### config.mk
export PLATFORM = sky130hd
export DESIGN_NAME = lut3d_axis_split
export DESIGN_NICKNAME = d
export VERILOG_FILES = /design/src/hw/rtl/lut3d_pkg.sv /design/src/hw/rtl/lut3d_axis_split.sv
export SDC_FILE = /design/constraint.sdc
export NUM_CORES = 1
export LEC_CHECK = 0
export ABC_AREA = 1
export ABC_CLOCK_PERIOD_IN_PS = 8650
export BUFFER_PORTS_ARGS = -buffer_cell sky130_fd_sc_hd__buf_2
export CORE_MARGIN = 1.5
export CORE_UTILIZATION = 25
export DETAILED_ROUTE_END_ITERATION = 7
export GPL_TIMING_DRIVEN = 0
export PLACE_DENSITY = 0.4
export SLEW_MARGIN = 10
export SYNTH_ARGS = -nofsm -noshare
export SYNTH_HDL_FRONTEND = slang
export SYNTH_SLANG_ARGS = --single-unit
### constraint.sdc
create_clock -name vclk -period 8.65
set_input_delay 2.1625 -clock vclk [all_inputs]
set_output_delay 2.1625 -clock vclk [all_outputs]
set_load 0.02 [all_outputs]
### src/hw/rtl/lut3d_pkg.sv
// Shared types, constants and helper functions of the 3D LUT color mapper.
package lut3d_pkg;

  localparam int ENTRY_AW    = 16;
  localparam int MAX_ENTRIES = 1 << ENTRY_AW;
  localparam int CH_W        = 16;
  localparam int WORD_W      = 3 * CH_W;
  localparam int IN_W        = 18;
  localparam int GRID_W      = 7;
  localparam int CELL_W      = 6;
  localparam int FRAC_W      = 16;
  localparam int TAP_W       = 12;
  localparam int CFG_AW      = 2;
  localparam int MIN_GRID    = 2;
  localparam int MAX_GRID    = 64;
  localparam int GRID_RESET  = 33;
  localparam int NUM_CORNERS = 8;
  localparam int ONE_Q       = 1 << FRAC_W;

  typedef enum logic {
    OP_APPLY = 1'b0,
    OP_WRITE = 1'b1
  } opcode_t;

  typedef enum logic [CFG_AW-1:0] {
    CFG_GRID_X = 2'd0,
    CFG_GRID_Y = 2'd1,
    CFG_GRID_Z = 2'd2
  } cfg_index_t;

  typedef struct packed {
    logic [CELL_W-1:0] lo;
    logic [CELL_W-1:0] hi;
    logic [FRAC_W-1:0] frac;
  } axis_t;

  function automatic logic [GRID_W-1:0] eff_grid(input logic [GRID_W-1:0] g);
    if (g < GRID_W'(MIN_GRID)) return GRID_W'(MIN_GRID);
    if (g > GRID_W'(MAX_GRID)) return GRID_W'(MAX_GRID);
    return g;
  endfunction

  function automatic logic [CH_W-1:0] sat16(input logic [IN_W-1:0] v);
    if (v[IN_W-1]) return '0;
    if (|v[IN_W-2:CH_W]) return '1;
    return v[CH_W-1:0];
  endfunction

endpackage

### src/hw/rtl/lut3d_axis_split.sv
// Clamp of one pixel channel and its split into cell index and fraction.
module lut3d_axis_split import lut3d_pkg::*; (
  input  logic [IN_W-1:0]   raw,
  input  logic [CELL_W-1:0] last,
  output axis_t             axis
);

  logic [FRAC_W:0]        clamped;
  logic [FRAC_W+CELL_W:0] scaled;
  logic [CELL_W-1:0]      lo;

  always_comb begin
    if (raw[IN_W-1]) begin
      clamped = '0;
    end else if (raw[FRAC_W] && |raw[FRAC_W-1:0]) begin
      clamped = (FRAC_W+1)'(ONE_Q);
    end else begin
      clamped = raw[FRAC_W:0];
    end
    scaled = (FRAC_W+CELL_W+1)'(clamped) * (FRAC_W+CELL_W+1)'(last);
    lo = scaled[FRAC_W+CELL_W-1:FRAC_W];
    axis.lo = lo;
    axis.frac = scaled[FRAC_W-1:0];
    axis.hi = (lo == last) ? last : lo + CELL_W'(1);
  end

endmodule

==> metrics.yaml <==
worst-path-buf-inv: 7
start_kind: "primary input"
tightest_slew_ns: 0.786
slew_violations: 0
crit_type: "primary input to primary output"
yosysUniqueCellTypes: 28
hold_viol_final: 0
wirelength_um: 13100
io_pins: 52
grt_remaining_overflow: 0
vias_per_cell: 4.50
leakage_nw: 3.00
relSlewSlack_pct: 47.6
flops_and_latches: 0
clock_buffers: 0
slowest_stage: "fa_1"
place.gp.congestion: 0.793
synthTopCellsByArea: "fa_1, inv_1, nand2_1, ha_1, nor2_1"
fin_ws_ns: -0.417
clock.fmax_mhz: 110
avgSynthCellArea_um2: 6.31
cp.required_ns: 6.49
multi_input_area_mm2: 0.00418
setup_viol: 11
ir_worst_vdd_uv: 26.3
synth_area_mm2: 0.00388
grt_use_total_pct: 16.7
fillCellCount: 1643
cp_top_family: "simple AND/OR/NAND/NOR gates"
fin_nets: 818
die_h_um: 128
grt_pass1_vias: 4317
coreArea_mm2: 0.0151
port_buffers: 52
grt_pass1_wl_um: 21600
critPathMostFrequentCell: "nand2_2"
drc: 0
finalCritPeriodShare_pct: 105
cts_hold_buf: 0
syn-num-nets: 729
syn_inst: 614
arrival_ns: 6.90
yosys.area.top_type_share_pct: 31.0
place_area_mm2: 0.00445
power.density_mw_per_mm2: 67.8
crit_fanout: 7
antenna_left: 0
drt-initial-drc-count: 129
yosys.cell_count.top_type: "inv_1"
status: "finished with violations"
regArea_um2: 0
drv_cap: 0
n_antenna_cell: 0
dr.pass1.iters: 4
initial_utilization_pct: 25.6
synth_commonest_cells: "inv_1, nand2_1, nor2_1"
hold_class: "primary input to primary output"
area_growth_pct: 49.2
grt_start_max_net_pins: 11
fin_crit_ns: 9.07
holdWs_ns: 4.77
synth_top_cell_by_area: "fa_1"
dieArea_mm2: 0.0163
die_x_um: 128
vias: 3997
synth-seq-area-share_pct: 0
layout-drive-gt1-share_pct: 44.8
violations: "setup timing"
rsz0062_at_grt: "true"
antenna_found_initial: 0
power.total_mw: 0.392
fin_area_mm2: 0.00578
num_rows: 45
critPathCaptureType: "primary output"
route.detailed.wl_per_inst_um: 14.7
synth_warnings: 0
max_stage_delay_ns: 0.52
dpl.hpwl_um: 10500
post-place-ws_ns: -1.18
[where the power goes]
group          internal, mW  total [mW]  switching (mW)
Combinational         0.162       0.392           0.230
Sequential                0           0               0
Clock                     0           0               0
[stage by stage]
stage | instances | setup TNS, ns | util, %
floorplan | 614 | 0 | -
global route | 889 | -5.13 | 38.2
finish | 889 | -2.61 | 38.2
detailed placement | 854 | -12.88 | 29.4
global placement | 854 | -12.79 | 29.4
CTS | 878 | -2.01 | 35.3
[cells in the final DEF (no fill, tap or decap), drive strengths merged]
cell type,netlist,layout
nor4,4,4
fa,60,60
a31oi,2,2
nand3,36,36
or2,1,1
inv,162,162
xor2,8,8
a41oi,1,1
nor2,112,112
buf,2,89
nand2,163,163
a21oi,13,13
nand3b,2,2
nand4,3,3
ha,31,31
and3,2,2
xnor2,6,6
clkbuf,6,6
[final timing paths]
kind                    start        to  cells past startpoint
worst min-delay path  last[0]  axis[16]                      4
worst max-delay path   raw[6]  axis[20]                     28
[logic make-up (layout without fill, tap and decap cells)]
group	after synthesis	in the layout	share of synthesized area [%]
compound gates	16	16	2.42
xor+xnor	14	14	3.16
fa+ha+maj	91	91	41.0
buf+inv	170	257	16.6
simple gates	323	323	36.8
[tightest hold or removal path, delay by kind of cell]
family | cells | cell delay, ns
AND/OR/NAND/NOR | 2 | 0.17
buffers and inverters | 2 | 0.27
[per-layer routing]
| metal | up-vias | routed length [um] | global-route usage [%] |
|---|---|---|---|
| li1 | 1975 | - | - |
| met1 | 1978 | 6160 | 22.5 |
| met2 | 38 | 6580 | 31.0 |
| met3 | 6 | 222 | 0.503 |
| met4 | 0 | 118 | 1.07 |
| met5 | - | 0 | 0 |
[what timing repair did]
action / in CTS / in global routing
buffers inserted: 23 / 11
pin swaps: 96 / 81
cloned: 1 / 0
endpoints found under the setup margin: 22 / 17
resized for setup: 181 / 105
[area by class of cell]
type / instances / area share, %
Multi-Input combinational cell: 444 / 72.2
Tap cell: 188 / 4.07
Buffer: 8 / 1.04
Timing Repair Buffer: 87 / 11.9
Inverter: 162 / 10.8
No activity file was read; power rests on OpenSTA's default activity.
