File: src/hw/rtl/lut3d_ram.sv
// Generic single-port RAM with registered read data.
module lut3d_ram #(
  parameter int WIDTH = 8,
  parameter int DEPTH = 16
) (
  input  logic                     clk,
  input  logic                     en,
  input  logic                     we,
  input  logic [$clog2(DEPTH)-1:0] addr,
  input  logic [WIDTH-1:0]         wdata,
  output logic [WIDTH-1:0]         rdata
);

  logic [WIDTH-1:0] mem [DEPTH];

  always_ff @(posedge clk) begin
    if (en) begin
      if (we) begin
        mem[addr] <= wdata;
      end else begin
        rdata <= mem[addr];
      end
    end
  end

endmodule

File: config.mk
export PLATFORM = sky130hd
export DESIGN_NAME = lut3d_ram
export DESIGN_NICKNAME = d
export VERILOG_FILES = /design/src/hw/rtl/lut3d_ram.sv
export SDC_FILE = /design/constraint.sdc
export NUM_CORES = 1
export LEC_CHECK = 0
export ABC_AREA = 1
export BUFFER_PORTS_ARGS = -buffer_cell sky130_fd_sc_hd__buf_2
export CAP_MARGIN = 20
export CORE_MARGIN = 5
export CORE_UTILIZATION = 49
export CTS_CLUSTER_SIZE = 30
export DETAILED_ROUTE_END_ITERATION = 12
export PLACE_DENSITY = 0.64
export SLEW_MARGIN = 10
export SYNTH_ARGS = -nofsm -noshare
export SYNTH_HDL_FRONTEND = slang
export SYNTH_SLANG_ARGS = --single-unit
export TNS_END_PERCENT = 1
File: constraint.sdc
create_clock -name clk -period 1.8 [get_ports clk]
set_input_delay 0.09 -clock clk [delete_from_list [all_inputs] [get_ports clk]]
set_output_delay 0.09 -clock clk [all_outputs]
set_load 0.05 [all_outputs]
==> summary.md, run 1 <==
| Metric | Value |
|---|---|
| Max stage delay on crit path | `0.38 ns` |
| Total core area | `11400 µm²` |
| DRC viols | `0` |
| Reg2Reg Depth | `8` |
| Crit end category | `primary output` |
| Critical Path RT | `1.71 ns` |
| R2r setup slk | `0.65 ns` |
| Multiplexer share of the synthesized area | `0` |
| Max IR drop VDD | `0.000605 V` |
| Reg-to-reg critical path endpoint | `rdata[2]` |
| Ranking of synthesized cells by area | `edfxtp_1 72%, nand2_1 23%, inv_1 1.4%` |
| Crit-path max FO | `1` |
| TritonCTS buffer count | `17` |
| Routed vias/inst | `5.07` |
| Worst setup margin | `0.637 ns` |
| Initial Util | `0.498` |
| Critical path launch point | `rdata[6]` |
| Clock-pin slew on the worst setup and hold paths | `0.06 ns` |
| Total grt overflow | `0` |
| Vias in the first global route | `3773` |
| Layout Cells excl Fill | `752` |
| First-pass DRT Iterations | `5` |
| Sink Count | `136` |
| Fmax | `860 MHz` |
| Initial antenna violation count | `0` |
| Layout cell share with drive strength beyond 1 | `0.135` |
| Setup Buffers After CTS | `0` |
| Cells after synthesis | `552` |
| Tot Pwr | `7.09 mW` |
| Die ar. | `13900 µm²` |
| Synthesis-to-finish area growth | `15.7%` |
| RSZ-0062 raised after global routing | `false` |
| Multi-input logic area | `1390 µm²` |
| Flops & latches, synth | `136` |
| Crit path kind | `reg2out` |
| Shortest period the worst path allows | `1.16 ns` |
| Commonest non-fill, non-tap cell in the layout | `nand2_1` |
| Final wirelength | `12800 µm` |
| Max Slew Vio Count | `0` |
| Post-synthesis compound-gate area fraction | `0` |
| WP depth | `1` |
| # nets final | `612` |
| Mapped Area | `5690 µm²` |
| Pleak | `2.84 nW` |
| Reg2reg start | `mem[7][2]` |
| Root Driver | `clkbuf_16` |
| Number of unique standard cell types used by synthesis | `9` |
| CTS-repair resized insts | `0` |
| DRT iter0 DRCs | `277` |
| RePlAce Congestion | `0.929` |
| Post-Synth Adder-Cell Area | `0` |
| Routed wire per std cell | `17.0 µm` |
| Maxcap violations | `0` |
| Pwr dens | `1080 nW/µm²` |
| Die Wd | `118 µm` |
| Die Y | `118 µm` |
| Largest net degree at the start of global routing | `41` |
| Arr. time, crit path | `1.07 ns` |
| Largest family of logic cells by synthesized area | `simple AND/OR/NAND/NOR gates` |
| Worst slack, placed | `0.358 ns` |
| Post-Place Cells | `721` |
| Max Clock Skew | `0.00914 ns` |
| Fillcell total | `961` |
| CP max-delay cell | `edfxtp_1` |
| Via count | `3813` |
| Type of origin of the critical path | `register` |
| Rows | `39` |
| N_diodes | `0` |
| WP buf/inv | `1` |
| Post-synth top area share | `0.718` |
| Post-DP HPWL | `8010 µm` |
| Worst-case clock buffer depth | `2` |
| H-tree depth | `4` |
| Final hold violation count | `0` |
| Avg Cell Area, Syn | `10.3 µm²` |
| First-pass GRT wire length | `20100 µm` |
| ANT nets after route | `0` |
| Setup crit end | `rdata[6]` |
| Final Setup Violations | `0` |
| Leading area contributor after synthesis | `edfxtp_1` |
| Hold-fix buffers, CTS | `0` |
| Clk Latency, worst-skew pair | `0.42 ns` |
| Yosys warning total | `0` |
| Xor/xnor cell area share of the yosys netlist | `0` |
| Final setup TNS | `0 ns` |
| CP delay by family, top | `flip-flops` |
| Worst slew pin tran | `0.650 ns` |
| Hold Path Class | `in2reg` |
| Outcome | `finished clean` |
| IO Count | `23` |
| Critical-path cell list | `buf_2` |
| Max_slew headroom | `0.565` |
| Sequential-to-total area share from yosys stat | `0.718` |
| Register area | `4080 µm²` |
| Fin crit share | `0.646` |
| Gr usage total | `0.193` |
| # port buffers | `22` |
| Mapped Nets | `567` |
| Post-Synth Simple-Gate Area | `0.245` |
| Most frequent cells in the layout | `347 x nand2_1, 136 x edfxtp_1, 25 x buf_4, 22 x buf_2, 21 x inv_1` |
| TritonCTS clock tree | `done` |
| Hold Worst Slack | `0.127 ns` |
## metrics by stage
| stage | util | area [µm²] |
|---|---|---|
| finish | 0.577 | 6590 |
| global route | 0.577 | 6590 |
| CTS | 0.577 | 6590 |
| detailed placement | 0.530 | 6050 |
| global placement | 0.530 | 6050 |
| floorplan | - | 5690 |
## area by class of cell
type                            instances  share of cell area
Clock buffer                           17              0.0646
Clock inverter                         14              0.0169
Inverter                               25              0.0143
Multi-Input combinational cell        370               0.212
Sequential cell                       136               0.620
Tap cell                              143              0.0272
Timing Repair Buffer                   47              0.0452
## registers in the layout (all words and copies together), names as in the netlist
| register | count |
|---|---|
| mem | 128 |
| rdata | 8 |
## synthesized netlist by cell type
cell,number
buf_2,12
edfxtp_1,136
nand3_1,4
nand2_1,347
inv_1,21
inv_2,4
clkbuf_1,2
buf_4,7
nor2_1,19
## worst min-delay path by stage
stage             start         end  slack (ns)  cells past startpoint
2_1_floorplan  wdata[0]   mem[0][0]        0.19                      0
3_3_place_gp   wdata[0]  mem[15][0]        0.55                      1
3_5_place_dp   wdata[0]  mem[15][0]        0.56                      1
4_1_cts        wdata[0]   mem[7][0]        0.12                      1
5_1_grt        wdata[0]   mem[7][0]        0.12                      1
6_report       wdata[7]   mem[6][7]        0.13                      1
## power by group
| group | internal (mW) | switching [mW] |
|---|---|---|
| combinational | 0.107 | 0.317 |
| sequential | 3.54 | 0.0114 |
| clock | 1.87 | 1.25 |
| total | 5.51 | 1.58 |
## worst reg2reg max path, cell delays in order, from the launching register on
cell,delay [ns]
edfxtp_1,0.36
nand2_1,0.08
nand2_1,0.06
nand2_1,0.08
nand2_1,0.06
nand2_1,0.08
nand2_1,0.07
inv_1,0.05
nand2_1,0.06
## logic make-up (layout without fill, tap and decap cells)
group,count (synthesis),after routing
DFF,136,136
buffers and inverters,46,103
and+or+nand+nor,370,370
## metal layers
metal	share of wire	wire (µm)	GRT usage
met5	0	0	0
met4	0.021	272	0.0796
met2	0.47	6010	0.302
met3	0.063	803	0.0457
met1	0.44	5680	0.260
Note: power is estimated with default switching activity, not from simulation.
==> inputs of run 2 (changes only) <==
==> constraint.sdc (replaced) <==
create_clock -name clk -period 1.1 [get_ports clk]
set_input_delay 0.055 -clock clk [delete_from_list [all_inputs] [get_ports clk]]
set_output_delay 0.055 -clock clk [all_outputs]
set_load 0.05 [all_outputs]
==> run 2 against run 1 <==
Against the previous run: die area is the same; sequential share of layout area shrank 2.7 points; the flow now finishes with violations (negative setup slack); via count shrank 3.4%; sequential power increased by 63%; largest cell class unchanged; critical path type is now reg2reg; flip-flop and latch count is the same; clock skew shrank 0.0029 ns; design area grew 4.6%; clock power rose by 85%; first-iteration DRC count fell by 11%; final cell count is 0.40% lower; global-route usage is 0.76 points lower.
==> summary.md, run 2 (same netlist as run 1, synthesis figures left out) <==
| Metric | Value |
|---|---|
| Die Wd | `118 µm` |
| Die ar. | `13900 µm²` |
| Max Slew Vio Count | `0` |
| Worst hold stages | `1` |
| Reg2Reg Depth | `8` |
| Final Setup Violations | `6` |
| ANT nets after route | `0` |
| Fillcell total | `932` |
| Gr usage total | `0.185` |
| First-pass DRT Iterations | `4` |
| Critical Path RT | `1.27 ns` |
| Total grt overflow | `0` |
| Max reg flops | `128` |
| Final setup TNS | `-0.0457 ns` |
| Type of origin of the critical path | `register` |
| Post-DP HPWL | `7950 µm` |
| Largest register by flop count | `mem` |
| Hold Path Class | `in2reg` |
| Clock-pin slew on the worst setup and hold paths | `0.06 ns` |
| Fin crit share | `1.02` |
| Crit path kind | `reg2reg` |
| Root Driver | `clkbuf_16` |
| DP Area | `6270 µm²` |
| # nets final | `608` |
| Worst slew pin tran | `0.400 ns` |
| Fmax | `893 MHz` |
| Largest net degree at the start of global routing | `33` |
| Crit end category | `register` |
| Final hold violation count | `0` |
| Hold-fix buffers, CTS | `0` |
| Hold_sp | `wdata[6]` |
| Layout Cells excl Fill | `749` |
| Reg2reg start | `mem[12][7]` |
| TritonCTS clock tree | `done` |
| Final instance area | `6890 µm²` |
| Layout cell share with drive strength beyond 1 | `0.177` |
| Max_slew headroom | `0.734` |
| DRC viols | `0` |
| N_diodes | `0` |
| H-tree depth | `4` |
| Final wirelength | `12200 µm` |
| IO Count | `23` |
| Vias in the first global route | `3738` |
| RSZ-0062 raised after global routing | `true` |
| Routed vias/inst | `4.92` |
| Most frequent cells in the layout | `342 x nand2_1, 136 x edfxtp_1, 22 x buf_2, 17 x clkbuf_16` |
| RePlAce Congestion | `0.814` |
| Die Y | `118 µm` |
| R2r setup slk | `-0.02 ns` |
| Failing checks | `negative setup slack` |
| Reg-to-reg critical path endpoint | `rdata[7]` |
| Shortest period the worst path allows | `1.12 ns` |
| TritonCTS buffer count | `17` |
| Synthesis-to-finish area growth | `21.0%` |
| Arr. time, crit path | `1.29 ns` |
| Routed wire per std cell | `16.3 µm` |
| Crit-path max FO | `1` |
| Initial Util | `0.498` |
| Initial antenna violation count | `0` |
| Hold Crit Endpoint | `mem[1][6]` |
| Clk Latency, worst-skew pair | `0.41 ns` |
| Maxcap violations | `0` |
| Post-Place Cells | `717` |
| Sink Count | `136` |
| Hold Worst Slack | `0.0720 ns` |
| Biggest regs | `mem x128, rdata x8` |
| Pwr dens | `1800 nW/µm²` |
| DRT iter0 DRCs | `246` |
| Via count | `3684` |
| Total core area | `11400 µm²` |
| Worst setup margin | `-0.0203 ns` |
| First-pass GRT wire length | `19500 µm` |
| # port buffers | `22` |
| Max IR drop VDD | `0.000950 V` |
| Outcome | `finished, violations left` |
| Worst-case clock buffer depth | `2` |
| Rows | `39` |
| Commonest non-fill, non-tap cell in the layout | `nand2_1` |
| Pleak | `2.88 nW` |
| Max Clock Skew | `0.00623 ns` |
[run 2: changes by cell type in the layout (fill, tap and decap cells not counted), sizes merged]
cell,before,now
inv,25,26
bufinv,1,4
clkinvlp,5,2
buf,47,43
[run 2: what timing repair did]
action	4_1_cts	5_1_grt
setup endpoints to repair	7	9
pin swaps	16	9
setup buffers	0	0
resized for setup	5	5
[run 2: worst max path at each step]
stage	from	endpoint	slack (ns)	cells past startpoint
floorplan	addr[1]	mem[13][0]	-0.01	5
global placement	addr[0]	rdata[0]	-0.17	11
detailed placement	addr[0]	mem[1][6]	-0.18	4
CTS	mem[6][7]	rdata[7]	-0.02	8
global route	mem[15][5]	rdata[5]	-0.1	8
finish	mem[12][7]	rdata[7]	-0.02	8
[run 2: cell type report]
class / count / area, µm² / area share
multi-input cells: 370 / 1580 / 0.230
clock inverters: 15 / 183 / 0.0265
well taps: 143 / 179 / 0.0260
inverters: 25 / 93.8 / 0.0136
flip-flops and latches: 136 / 4080 / 0.593
repair buffers: 43 / 343 / 0.0498
clock buffers: 17 / 425 / 0.0618
[run 2: per-stage QoR]
step	util	power (mW)	setup WS [ns]
final	0.603	12.4	-0.0203
after global routing	0.603	12.8	-0.0970
after CTS	0.603	12.5	-0.0171
after detailed placement	0.549	6.70	-0.179
after global placement	0.549	6.68	-0.167
after floorplan	-	6.38	-0.0146
[run 2: where the power goes]
group / switching (mW) / internal (mW)
Clock: 2.03 / 3.75
Sequential: 0.0170 / 5.79
Combinational: 0.561 / 0.236
Total: 2.60 / 9.77
[run 2: worst max-delay path, cell delays in order, from the launching register on]
cell      delay (ns)
edfxtp_1        0.38
nand2_1         0.07
nand2_1         0.06
nand2_1         0.06
nand2_1         0.05
nand2_1         0.07
nand2_1         0.06
inv_1           0.07
nand2_1         0.06
[run 2: metal layers]
metal	track usage	part of all wire	vias to the layer above
li1	-	-	1856
met1	0.255	0.48	1723
met2	0.285	0.46	90
met3	0.0437	0.048	15
met4	0.0738	0.018	0
met5	0	0	-
==> inputs of run 3 (changes only) <==
--- a/config.mk
+++ b/config.mk
@@ -12,9 +12,9 @@
 export CORE_UTILIZATION = 49
 export CTS_CLUSTER_SIZE = 30
 export DETAILED_ROUTE_END_ITERATION = 12
-export PLACE_DENSITY = 0.64
+export PLACE_DENSITY = 0.66
 export SLEW_MARGIN = 10
 export SYNTH_ARGS = -nofsm -noshare
 export SYNTH_HDL_FRONTEND = slang
 export SYNTH_SLANG_ARGS = --single-unit
-export TNS_END_PERCENT = 1
+export TNS_END_PERCENT = 20
==> constraint.sdc (replaced) <==
create_clock -name clk -period 1.05 [get_ports clk]
set_input_delay 0.0525 -clock clk [delete_from_list [all_inputs] [get_ports clk]]
set_output_delay 0.0525 -clock clk [all_outputs]
set_load 0.05 [all_outputs]
==> run 3 against run 2 <==
Against the previous run: the run still ends with negative setup slack left; flip-flop and latch count unchanged; first-iteration DRC count increased by 20%; combinational power increased by 6.4%; clock-buffer cell count increased by 1; die area unchanged; final cell count decreased by 0.27%; utilization increased by 0.42 points; clock skew increased by 0.0017 ns; fmax decreased by 1.2%; power increased by 5.2%; design area increased by 0.69%; critical path type unchanged; largest cell class unchanged; largest power group unchanged.
==> summary.md, run 3 (same netlist as run 1, synthesis figures left out) <==
| Metric | Value |
|---|---|
| Outcome | `finished, violations left` |
| Worst-case clock buffer depth | `2` |
| Final hold violation count | `0` |
| Max Clock Skew | `0.00789 ns` |
| TritonCTS clock tree | `done` |
| ANT nets after route | `0` |
| Sw Share | `0.212` |
| Root Driver | `clkbuf_16` |
| RSZ-0062 raised after global routing | `true` |
| Hold-fix buffers, CTS | `0` |
| Crit path kind | `reg2reg` |
| Max Slew Vio Count | `0` |
| Max_slew headroom | `0.732` |
| IO Count | `23` |
| Clock-pin slew on the worst setup and hold paths | `0.06 ns` |
| Initial antenna violation count | `0` |
| Hold Path Class | `in2reg` |
| Layout cell share with drive strength beyond 1 | `0.174` |
| Final Util | `0.607` |
| Routed wire per std cell | `16.7 µm` |
| Reg power frac | `0.467` |
| RePlAce Congestion | `0.843` |
| Final setup TNS | `-0.442 ns` |
| Die Wd | `118 µm` |
| Biggest regs | `mem x128, rdata x8` |
| Psw | `2.76 mW` |
| Commonest non-fill, non-tap cell in the layout | `nand2_1` |
| Crit end category | `register` |
| Total core area | `11400 µm²` |
| Worst slew pin tran | `0.402 ns` |
| Clock network power share | `0.467` |
| Gr usage total | `0.189` |
| Post-DP HPWL | `8110 µm` |
| Hold Worst Slack | `0.0747 ns` |
| Maxcap violations | `0` |
| Pleak | `2.87 nW` |
| Fin crit share | `1.08` |
| H-tree depth | `4` |
| Shortest period the worst path allows | `1.13 ns` |
| DRC viols | `0` |
| Critical Path RT | `1.21 ns` |
| Crit-path max FO | `1` |
| TritonCTS buffer count | `17` |
| # port buffers | `22` |
| Die Y | `118 µm` |
| Rows | `39` |
| Sink Count | `136` |
| First-pass GRT wire length | `20200 µm` |
| Initial Util | `0.498` |
| Max reg flops | `128` |
| N_diodes | `0` |
| Largest register by flop count | `mem` |
| Setup Buffers After CTS | `0` |
| Most frequent cells in the layout | `339 x nand2_1, 136 x edfxtp_1, 19 x inv_1, 17 x clkbuf_16, 16 x nor2_4` |
| Pwr dens | `1880 nW/µm²` |
| Clk Latency, worst-skew pair | `0.41 ns` |
| Type of origin of the critical path | `register` |
| DRT iter0 DRCs | `294` |
| Worst slack, placed | `-0.235 ns` |
| Fmax | `882 MHz` |
| Vias in the first global route | `3757` |
| Max IR drop VDD | `0.00109 V` |
| Failing checks | `negative setup slack` |
| Total grt overflow | `0` |
| Arr. time, crit path | `1.30 ns` |
| Gate power share | `0.065` |
| First-pass DRT Iterations | `5` |
| Worst setup margin | `-0.0838 ns` |
| Via count | `3752` |
| Final wirelength | `12500 µm` |
| Internal power | `10.3 mW` |
| Die ar. | `13900 µm²` |
| Synthesis-to-finish area growth | `21.9%` |
| Largest net degree at the start of global routing | `33` |
| Routed vias/inst | `5.02` |
| Final Setup Violations | `10` |
| # nets final | `606` |
[run 3: cell types whose count changed in the layout (fill, tap and decap cells not counted), moves of 3 or more]
| cell | before | now |
|---|---|---|
| inv_1 | 16 | 19 |
| inv_2 | 9 | 5 |
| nand2_1 | 342 | 339 |
| buf_6 | 0 | 8 |
| nand2_2 | 5 | 8 |
| buf_2 | 22 | 14 |
| clkinvlp_4 | 2 | 6 |
[run 3: routing by layer]
layer  up-vias  global-route usage  wire, µm
met4         0              0.0738       210
met1      1769               0.265      5780
li1       1856                   -         -
met5         -                   0         0
met3        20              0.0370       633
met2       107               0.293      5850
[run 3: cell type report]
| type | count | area [µm²] |
|---|---|---|
| clock buffers | 18 | 429 |
| fillers | 908 | 4480 |
| inverters | 25 | 96.3 |
| multi-input cells | 370 | 1590 |
| repair buffers | 41 | 378 |
| well taps | 143 | 179 |
| flip-flops and latches | 136 | 4080 |
| clock inverters | 14 | 181 |
[run 3: worst max-delay path: stages (launching register included)]
cell and delay, ns:
edfxtp_1 0.36, nand2_1 0.07, nand2_1 0.06, nand2_1 0.06
nand2_1 0.05, nand2_1 0.09, nand2_1 0.09, inv_1 0.06
nand2_1 0.04
[run 3: per-stage QoR]
stage | power, mW | instances | cell area (µm²)
after floorplan | 6.69 | 552 | 5890
after global placement | 7.00 | 715 | 6260
after detailed placement | 7.02 | 715 | 6260
after CTS | 13.1 | 747 | 6910
after global routing | 13.4 | 747 | 6940
final | 13.0 | 747 | 6940
[run 3: repair_timing]
item,CTS,global route
cloned,0,0
endpoints found under the setup margin,16,15
resized for setup,17,9
endpoints found under the hold margin,0,0
pin swaps,15,9
[run 3: power groups by stage]
stage	clock [mW]	combinational [mW]	sequential, mW
6_report	6.08	0.849	6.08
5_1_grt	6.40	0.945	6.09
4_1_cts	6.17	0.846	6.08
3_5_place_dp	0	0.825	6.19
3_3_place_gp	0	0.814	6.19
2_1_floorplan	0	0.457	6.23
[run 3: path summary, 6_finish.rpt]
check | depth (start not counted) | endpoint | from | slack (ns)
worst max-delay path | 8 | rdata[0] | mem[15][0] | -0.08
worst min-delay path | 1 | mem[4][6] | wdata[6] | 0.07
worst max register to register | 8 | rdata[0] | mem[15][0] | -0.08
worst min register to register | 8 | rdata[6] | mem[8][6] | 0.79
